==> src/rtl/core/ordered_id_queue_remove_defines.svh <==
// ----------------------------------------------------------------------------
// ordered_id_queue_remove_defines
// Assertion macros for the ordered ID queue. They vanish in synthesis.
// ----------------------------------------------------------------------------
`ifndef ORDERED_ID_QUEUE_REMOVE_DEFINES_SVH
`define ORDERED_ID_QUEUE_REMOVE_DEFINES_SVH

`ifndef SYNTHESIS
// Property must hold at every clock edge outside reset.
`define OIQ_ASSERT(lbl, clk, rst, prop, msg) \
  lbl: assert property (@(posedge clk) disable iff (rst) prop) else $error(msg);
// Expression must never be true outside reset.
`define OIQ_NEVER(lbl, clk, rst, expr, msg) \
  lbl: assert property (@(posedge clk) disable iff (rst) !(expr)) else $error(msg);
`else
`define OIQ_ASSERT(lbl, clk, rst, prop, msg)
`define OIQ_NEVER(lbl, clk, rst, expr, msg)
`endif

`endif

==> src/rtl/core/oiq_pkg.sv <==
// ----------------------------------------------------------------------------
// oiq_pkg
// Shared types and constants of the ordered ID queue.
// ----------------------------------------------------------------------------
`timescale 1ns / 1ps

package oiq_pkg;

  // Default geometry
  localparam int DEPTH_DEF    = 16;
  localparam int ID_WIDTH_DEF = 16;

  // Fixed port widths
  localparam int REQ_W    = 2;
  localparam int PID_W    = 16;
  localparam int CNT_W    = 5;
  localparam int STATUS_W = 2;

  // Request codes
  typedef enum logic [REQ_W-1:0] {
    REQ_PUSH   = 2'd0,
    REQ_POP    = 2'd1,
    REQ_SEARCH = 2'd2,
    REQ_REMOVE = 2'd3
  } req_t;

  // Status codes
  typedef enum logic [STATUS_W-1:0] {
    ST_OK        = 2'd0,
    ST_UNDERFLOW = 2'd1,
    ST_FULL      = 2'd2,
    ST_NOT_FOUND = 2'd3
  } status_t;

  // Controller states
  typedef enum logic [1:0] {
    S_IDLE = 2'd0,
    S_WALK = 2'd1,
    S_DONE = 2'd2
  } state_t;

  // Command to one storage cell
  typedef struct packed {
    logic shift;  // take neighbor's entry
    logic load;   // take the broadcast entry (wins over shift)
  } oiq_cmd_t;

endpackage

==> src/rtl/core/oiq_cell.sv <==
// ----------------------------------------------------------------------------
// oiq_cell
// One queue slot. Shifts toward the head or loads the broadcast entry.
// ----------------------------------------------------------------------------
`timescale 1ns / 1ps

module oiq_cell #(
  parameter int ID_WIDTH = oiq_pkg::ID_WIDTH_DEF
) (
  input  logic                clk,
  input  oiq_pkg::oiq_cmd_t   cmd,
  input  logic [ID_WIDTH-1:0] shift_in,
  input  logic [ID_WIDTH-1:0] load_in,
  output logic [ID_WIDTH-1:0] data
);
  import oiq_pkg::*;

  // Slot register, no reset: only held entries are ever read
  always_ff @(posedge clk) begin
    if (cmd.load) begin
      data <= load_in;
    end else if (cmd.shift) begin
      data <= shift_in;
    end
  end

endmodule

==> src/rtl/core/oiq_ctrl.sv <==
// ----------------------------------------------------------------------------
// oiq_ctrl
// Request sequencer: fill count, walk counters, result register.
// ----------------------------------------------------------------------------
`timescale 1ns / 1ps
`include "ordered_id_queue_remove_defines.svh"

module oiq_ctrl #(
  parameter int DEPTH    = oiq_pkg::DEPTH_DEF,
  parameter int ID_WIDTH = oiq_pkg::ID_WIDTH_DEF,
  localparam int IW      = (DEPTH > 1) ? $clog2(DEPTH) : 1,
  localparam int CW      = $clog2(DEPTH + 1)
) (
  input  logic                          clk,
  input  logic                          rst,
  input  logic                          in_valid,
  output logic                          in_stall,
  input  logic [oiq_pkg::REQ_W-1:0]     req_type,
  input  logic [oiq_pkg::PID_W-1:0]     pid,
  output logic                          out_valid,
  input  logic                          out_stall,
  output logic [oiq_pkg::PID_W-1:0]     head_pid,
  output logic                          found,
  output logic [oiq_pkg::CNT_W-1:0]     entry_count,
  output logic [oiq_pkg::STATUS_W-1:0]  status,
  input  logic [ID_WIDTH-1:0]           head_data,
  output oiq_pkg::oiq_cmd_t             cmd,
  output logic [IW-1:0]                 load_idx,
  output logic [ID_WIDTH-1:0]           load_data
);
  import oiq_pkg::*;

  state_t              state, state_next;
  logic [CW-1:0]       count;
  logic [CW-1:0]       wr_ptr;      // one past the next append slot
  logic [CW-1:0]       left;        // entries still to pass the head
  logic [CW-1:0]       wr_ptr_step;
  logic [ID_WIDTH-1:0] key;
  logic [ID_WIDTH-1:0] pid_id;
  logic                is_remove;
  logic                hit;
  logic                match;
  logic                in_accept;
  logic                out_free;
  logic [ID_WIDTH-1:0] res_head;
  status_t             res_status;
  req_t                req;

  assign req       = req_t'(req_type);
  assign pid_id    = ID_WIDTH'(pid);
  assign in_accept = in_valid && !in_stall;
  assign out_free  = !out_valid || !out_stall;
  assign match     = (head_data == key);

  // Append pointer after the current walk step
  assign wr_ptr_step = (match && is_remove) ? CW'(wr_ptr - 1'b1) : wr_ptr;

  // Next state
  always_comb begin
    state_next = state;
    unique case (state)
      S_IDLE: begin
        if (in_accept) begin
          if ((req == REQ_SEARCH || req == REQ_REMOVE) && count != '0) begin
            state_next = S_WALK;
          end else begin
            state_next = S_DONE;
          end
        end
      end
      S_WALK: begin
        if (left == CW'(1)) begin
          state_next = S_DONE;
        end
      end
      S_DONE: begin
        if (out_free) begin
          state_next = S_IDLE;
        end
      end
      default: state_next = S_IDLE;
    endcase
  end

  // Cell commands and input handshake
  always_comb begin
    in_stall  = (state != S_IDLE);
    cmd       = '0;
    load_idx  = '0;
    load_data = pid_id;
    unique case (state)
      S_IDLE: begin
        if (in_accept) begin
          if (req == REQ_PUSH && count != CW'(DEPTH)) begin
            cmd.load = 1'b1;
            load_idx = count[IW-1:0];
          end else if (req == REQ_POP && count != '0) begin
            cmd.shift = 1'b1;
          end
        end
      end
      S_WALK: begin
        // Head entry leaves; a survivor rejoins at the tail
        cmd.shift = 1'b1;
        cmd.load  = !(match && is_remove);
        load_idx  = IW'(wr_ptr - 1'b1);
        load_data = head_data;
      end
      S_DONE: begin
      end
      default: begin
      end
    endcase
  end

  // Control registers
  always_ff @(posedge clk) begin
    if (rst) begin
      state     <= S_IDLE;
      count     <= '0;
      out_valid <= 1'b0;
    end else begin
      state <= state_next;
      if (state == S_DONE && out_free) begin
        out_valid <= 1'b1;
      end else if (!out_stall) begin
        out_valid <= 1'b0;
      end
      if (state == S_IDLE && in_accept) begin
        if (req == REQ_PUSH && count != CW'(DEPTH)) begin
          count <= CW'(count + 1'b1);
        end else if (req == REQ_POP && count != '0) begin
          count <= CW'(count - 1'b1);
        end
      end else if (state == S_WALK && left == CW'(1) && is_remove) begin
        count <= wr_ptr_step;
      end
    end
  end

  // Request and result payload
  always_ff @(posedge clk) begin
    case (state)
      S_IDLE: begin
        if (in_accept) begin
          key       <= pid_id;
          is_remove <= (req == REQ_REMOVE);
          hit       <= 1'b0;
          wr_ptr    <= count;
          left      <= count;
          case (req)
            REQ_PUSH: begin
              res_head   <= '0;
              res_status <= (count == CW'(DEPTH)) ? ST_FULL : ST_OK;
            end
            REQ_POP: begin
              if (count == '0) begin
                res_head   <= '0;
                res_status <= ST_UNDERFLOW;
              end else begin
                res_head   <= head_data;
                res_status <= ST_OK;
              end
            end
            default: begin
              res_head   <= '0;
              res_status <= (count == '0) ? ST_NOT_FOUND : ST_OK;
            end
          endcase
        end
      end
      S_WALK: begin
        left   <= CW'(left - 1'b1);
        wr_ptr <= wr_ptr_step;
        if (match) begin
          hit <= 1'b1;
        end
        if (left == CW'(1)) begin
          res_status <= (hit || match) ? ST_OK : ST_NOT_FOUND;
        end
      end
      S_DONE: begin
        if (out_free) begin
          head_pid    <= PID_W'(res_head);
          found       <= hit;
          entry_count <= CNT_W'(count);
          status      <= res_status;
        end
      end
      default: begin
      end
    endcase
  end

  // Checks
  `OIQ_NEVER(a_count_bound, clk, rst, count > CW'(DEPTH), "fill count above depth")
  `OIQ_NEVER(a_walk_left, clk, rst, state == S_WALK && left == '0, "walk with nothing left")
  `OIQ_ASSERT(a_wr_ptr, clk, rst, state == S_WALK |-> wr_ptr <= count, "append past tail")
  `OIQ_ASSERT(a_busy, clk, rst, in_accept |=> state != S_IDLE, "transfer left no work")

endmodule

==> src/rtl/core/ordered_id_queue_remove.sv <==
// Ordered ID queue with push, pop, search and remove-all-matching. Entries sit
// in a row of cells with the head always in the first cell. Push and pop
// update the cells, then hand the result to the output register. Search and
// removal rotate the entries held when the request is taken through the head
// cell one per cycle, where each is compared and, unless removed, written
// back at the tail, so survivors keep their order. A new request is taken
// once the previous result has entered the output register, even while that
// result is still stalled.
// ----------------------------------------------------------------------------
// ordered_id_queue_remove
// Top level: cell row plus request sequencer.
// ----------------------------------------------------------------------------
`timescale 1ns / 1ps

module ordered_id_queue_remove #(
  parameter int DEPTH    = oiq_pkg::DEPTH_DEF,
  parameter int ID_WIDTH = oiq_pkg::ID_WIDTH_DEF
) (
  input  logic                          clk,
  input  logic                          rst,
  input  logic                          in_valid,
  output logic                          in_stall,
  input  logic [oiq_pkg::REQ_W-1:0]     req_type,
  input  logic [oiq_pkg::PID_W-1:0]     pid,
  output logic                          out_valid,
  input  logic                          out_stall,
  output logic [oiq_pkg::PID_W-1:0]     head_pid,
  output logic                          found,
  output logic [oiq_pkg::CNT_W-1:0]     entry_count,
  output logic [oiq_pkg::STATUS_W-1:0]  status
);
  import oiq_pkg::*;

  localparam int IW = (DEPTH > 1) ? $clog2(DEPTH) : 1;

  oiq_cmd_t            cmd;
  logic [IW-1:0]       load_idx;
  logic [ID_WIDTH-1:0] load_data;
  logic [ID_WIDTH-1:0] cell_data [DEPTH];

  // Sequencer
  oiq_ctrl #(
    .DEPTH    (DEPTH),
    .ID_WIDTH (ID_WIDTH)
  ) u_ctrl (
    .clk         (clk),
    .rst         (rst),
    .in_valid    (in_valid),
    .in_stall    (in_stall),
    .req_type    (req_type),
    .pid         (pid),
    .out_valid   (out_valid),
    .out_stall   (out_stall),
    .head_pid    (head_pid),
    .found       (found),
    .entry_count (entry_count),
    .status      (status),
    .head_data   (cell_data[0]),
    .cmd         (cmd),
    .load_idx    (load_idx),
    .load_data   (load_data)
  );

  // Cell row, head at cell 0; each cell shifts from the one above it
  for (genvar i = 0; i < DEPTH; i++) begin : g_cell
    oiq_cmd_t            cell_cmd;
    logic [ID_WIDTH-1:0] shift_in;

    assign cell_cmd.shift = cmd.shift;
    assign cell_cmd.load  = cmd.load && (load_idx == IW'(i));

    if (i == DEPTH - 1) begin : g_last
      assign shift_in = '0;
    end else begin : g_mid
      assign shift_in = cell_data[i+1];
    end

    oiq_cell #(
      .ID_WIDTH (ID_WIDTH)
    ) u_cell (
      .clk      (clk),
      .cmd      (cell_cmd),
      .shift_in (shift_in),
      .load_in  (load_data),
      .data     (cell_data[i])
    );
  end

endmodule

==> config.mk <==
export PLATFORM = sky130hd
export DESIGN_NAME = ordered_id_queue_remove
export DESIGN_NICKNAME = d
export VERILOG_FILES = /design/src/rtl/core/oiq_pkg.sv /design/src/rtl/core/oiq_cell.sv /design/src/rtl/core/oiq_ctrl.sv /design/src/rtl/core/ordered_id_queue_remove.sv
export VERILOG_INCLUDE_DIRS = /design/src /design/src/rtl/core
export SDC_FILE = /design/constraint.sdc
export NUM_CORES = 1
export LEC_CHECK = 0
export ABC_AREA = 1
export BUFFER_PORTS_ARGS = -buffer_cell sky130_fd_sc_hd__buf_2
export CORE_MARGIN = 2
export CORE_UTILIZATION = 65
export DETAILED_ROUTE_END_ITERATION = 16
export GPL_ROUTABILITY_DRIVEN = 0
export MAX_ROUTING_LAYER = met4
export PLACE_DENSITY = 0.91
export SLEW_MARGIN = 20
export SYNTH_ARGS = -nofsm -noshare
export SYNTH_HDL_FRONTEND = slang
export SYNTH_SLANG_ARGS = --single-unit
==> constraint.sdc <==
create_clock -name clk -period 7.1 [get_ports clk]
set_clock_uncertainty 0.1 [all_clocks]
set_input_delay 1.065 -clock clk [delete_from_list [all_inputs] [get_ports clk]]
set_output_delay 1.065 -clock clk [all_outputs]
set_load 0.02 [all_outputs]
==> impl_summary.txt <==
----------------------------------------------------
[Status]
  Outcome ... finished, final reports clean

[Place]
  Half-perimeter wire length after detailed placement ... 22000 um
  Port Buf Inserts ... 47

[Power]
  Pwr Total ... 5.19 mW
  Maximum vdd drop ... 0.203 mV
  Total power divided by cell area ... 308 nW/um^2
  Static leakage ... 7.19 nW

[GRT]
  Vias in the first global route ... 10800
  Antenna violations before repair ... 0
  Global-route usage over all layers ... 0.298
  Wire length of the first global-routing pass ... 57300 um
  Largest net degree at the start of global routing ... 184
  Remaining global-route overflow ... 0

[CTS]
  Post-CTS Resized ... 0
  Root buffer cell ... sky130_fd_sc_hd__clkbuf_16
  # H-tree levels ... 2
  Post-CTS Setup Repair Bufs ... 0
  Total clock buffers created by CTS ... 34
  Maximum buffer depth of the clock tree ... 3
  Clock transition at the register clock pins on the worst setup and hold paths after CTS ... 0.06 ns
  CTS tree ... built
  Cts-stage hold buffer count ... 0
  Insertion delay to the later sink of the worst-skew pair ... 0.52 ns
  Total clock sinks ... 334

[Routing]
  Detailed-route wire length ... 36300 um
  Residual DRC count ... 0
  Routed WL per cell ... 19.4 um
  Detail Route Antenna Nets ... 0
  DR iter-0 viols ... 1600
  Via density per instance ... 6.08
  Total number of vias ... 11400
  First-pass iteration count of the detailed router ... 6

[Cells and area]
  Layout net count ... 1563
  Layout cell share with drive strength beyond 1 ... 0.121
  Post-synthesis to final-layout area growth ... 7.60%
  Antenna Diode Count ... 0
  Final core utilization ... 0.715

[Logic synthesis]
  Most frequent cell after synthesis ... sky130_fd_sc_hd__nand2_1
  Number of synthesized flops with an enable pin ... 326
  Synth warn ... 0
  Count of unique library cells instantiated by Yosys ... 39
  Area share of the leading cell type in the synthesized netlist ... 0.624
  Avg Synthesized Cell Area ... 10.3 um^2
  Post-synthesis instance area ... 15700 um^2
  Syn Nets ... 1558
  Cell types with the largest area share after synthesis ... sky130_fd_sc_hd__edfxtp_1 62%, sky130_fd_sc_hd__nand2_1 14%, sky130_fd_sc_hd__nand3_1 8.0%, sky130_fd_sc_hd__inv_1 1.6%, sky130_fd_sc_hd__nand2_4 1.5%
  Sequential-to-total area share from yosys stat ... 0.634
  Area leader, netlist ... sky130_fd_sc_hd__edfxtp_1
  Async SR Flop Fraction ... 0
  Count of mapped cells out of synthesis ... 1526
  Post-synthesis sequential element count ... 334
  Predominant post-synthesis flop cell ... sky130_fd_sc_hd__edfxtp_1
  Top cells by count, synth ... 572 x sky130_fd_sc_hd__nand2_1, 326 x sky130_fd_sc_hd__edfxtp_1, 252 x sky130_fd_sc_hd__nand3_1, 65 x sky130_fd_sc_hd__inv_1, 56 x sky130_fd_sc_hd__nor2_1

[Timing]
  Shortest period the worst path allows ... 3.55 ns
  Worst hold margin ... 0.321 ns
  Tightest Pin Transition ... 0.926 ns
  Hold violation count in the final report ... 0
  Setup repair after global routing missed its margin ... no
  Setup total negative slack ... 0 ns
  Slew margin rel. ... 0.382
  Max Fclk ... 282 MHz
  Share of the cycle needed by the critical path after routing ... 0.499
  Setup violations, final ... 0
  Max-slew violations ... 0

[Floorplanning]
  Area of the die ... 25400 um^2
  Std-Cell Core Area ... 23600 um^2
  Die H ... 159 um
  Total I/O pin count ... 48
  Std cell rows ... 56
  DIE WIDTH ... 159 um
  Starting Density ... 0.664

[Setup path]
  Worst Path Buf+Inv ... 3
  Worst stage delay on the critical path ... 0.57 ns
  Critical path, cell by cell ... buf_2 > nor2_1 > nand2_2 > inv_1 > ha_1 > inv_1 > o22ai_4 > nand2_2 > nor2_4 > nand2_4 > nand2_1
  Worst setup slack for register-to-register paths ... 3.57 ns
  Critical Path Stages ... 11
  Biggest fanout along the worst timing path ... 17
  Arrival time of the worst setup path ... 3.59 ns
  Setup crit start kind ... input pin
  CP endpoint kind ... register
  Slowest cell on crit path ... sky130_fd_sc_hd__nand2_1
  Kind of cell adding the most delay to the critical path ... simple AND/OR/NAND/NOR gates
  Kind of critical path ... input pin to register
  Worst Reg2Reg Path Length in Cells ... 12
  Data required time of the critical path ... 7.14 ns

[Job]
  Count of maximum capacitance violations ... 0

[Min path]
  Min-delay worst type ... register to register
  Cell count of the worst hold path ... 0

----------------------------------------------------
==> flip-flops by register name, summed over array words and instances (netlist names) <==
name and count:
u_ctrl.found 1, u_ctrl.is_remove 1, u_ctrl.key 16, u_ctrl.entry_count 5, u_ctrl.count 5, g_cell.u_cell.data 256
u_ctrl.head_pid 16, u_ctrl.wr_ptr 5, u_ctrl.state 2, u_ctrl.res_head 16, u_ctrl.out_valid 1, u_ctrl.status 2
u_ctrl.res_status 2, u_ctrl.hit 1, u_ctrl.left 5
==> path summary, 6_finish.rpt <==
path | startpoint | to
hold / removal | u_ctrl.res_head[12]$_SDFFCE_PP0P_ | u_ctrl.head_pid[12]$_DFFE_PP_
hold reg to reg | u_ctrl.res_head[12]$_SDFFCE_PP0P_ | u_ctrl.head_pid[12]$_DFFE_PP_
setup reg to reg | u_ctrl.count[2]$_SDFFE_PP0P_ | g_cell[0].u_cell.data[11]$_DFFE_PP_
setup / recovery | req_type[1] | g_cell[4].u_cell.data[12]$_DFFE_PP_
==> final cells by class <==
class,count,area [um^2]
inverters,76,288
repair buffers,52,285
clock buffers,41,898
well taps,319,399
multi-input cells,1033,4900
fillers,1464,6740
clock inverters,16,154
flip-flops and latches,334,9950
==> layout by cell type (no fill, tap or decap), types with 4 or more instances in the layout <==
| cell type | count |
|---|---|
| sky130_fd_sc_hd__nand2_1 | 572 |
| sky130_fd_sc_hd__edfxtp_1 | 326 |
| sky130_fd_sc_hd__nand3_1 | 252 |
| sky130_fd_sc_hd__inv_1 | 65 |
| sky130_fd_sc_hd__nor2_1 | 56 |
| sky130_fd_sc_hd__buf_2 | 47 |
| sky130_fd_sc_hd__clkbuf_16 | 35 |
| sky130_fd_sc_hd__o21ai_0 | 27 |
| sky130_fd_sc_hd__nand2_4 | 21 |
| sky130_fd_sc_hd__nand2_2 | 16 |
| sky130_fd_sc_hd__or2_2 | 16 |
| sky130_fd_sc_hd__a21oi_1 | 16 |
| sky130_fd_sc_hd__nor2_4 | 15 |
| sky130_fd_sc_hd__inv_2 | 9 |
| sky130_fd_sc_hd__ha_1 | 9 |
| sky130_fd_sc_hd__clkinv_1 | 8 |
| sky130_fd_sc_hd__dfxtp_1 | 8 |
| sky130_fd_sc_hd__xor2_1 | 6 |
| sky130_fd_sc_hd__clkbuf_1 | 6 |
| sky130_fd_sc_hd__nor2_2 | 4 |
| sky130_fd_sc_hd__xnor2_1 | 4 |
| sky130_fd_sc_hd__clkinv_2 | 4 |
| sky130_fd_sc_hd__buf_4 | 4 |
==> power by group <==
group          switching [mW]  internal (mW)  total (mW)
registers               0.110           2.48        2.59
clock network           0.720           1.01        1.73
logic                   0.681          0.192       0.873
==> metal layers <==
metal  wire, um  track usage
met5          0            -
met4       1730        0.133
met3       4260       0.0703
met2      17400        0.470
met1      12900        0.371
==> kinds of logic after synthesis <==
kind of cell | after synthesis | synth area share
flops | 334 | 0.634
fa+ha+maj | 10 | 0.00846
compound gates | 51 | 0.0208
buf+inv | 159 | 0.0533
simple gates | 961 | 0.276
xor+xnor | 11 | 0.00662
==> stage by stage <==
| step | instances | area [um^2] | worst slack, ns |
|---|---|---|---|
| after global routing | 1871 | 16900 | 3.31 |
| after global placement | 1814 | 15800 | 3.22 |
| after detailed placement | 1814 | 15800 | 3.07 |
| after floorplan | 1526 | 15700 | 3.38 |
| after CTS | 1871 | 16900 | 3.58 |
| final | 1871 | 16900 | 3.55 |
Note: power is estimated with default switching activity, not from simulation.
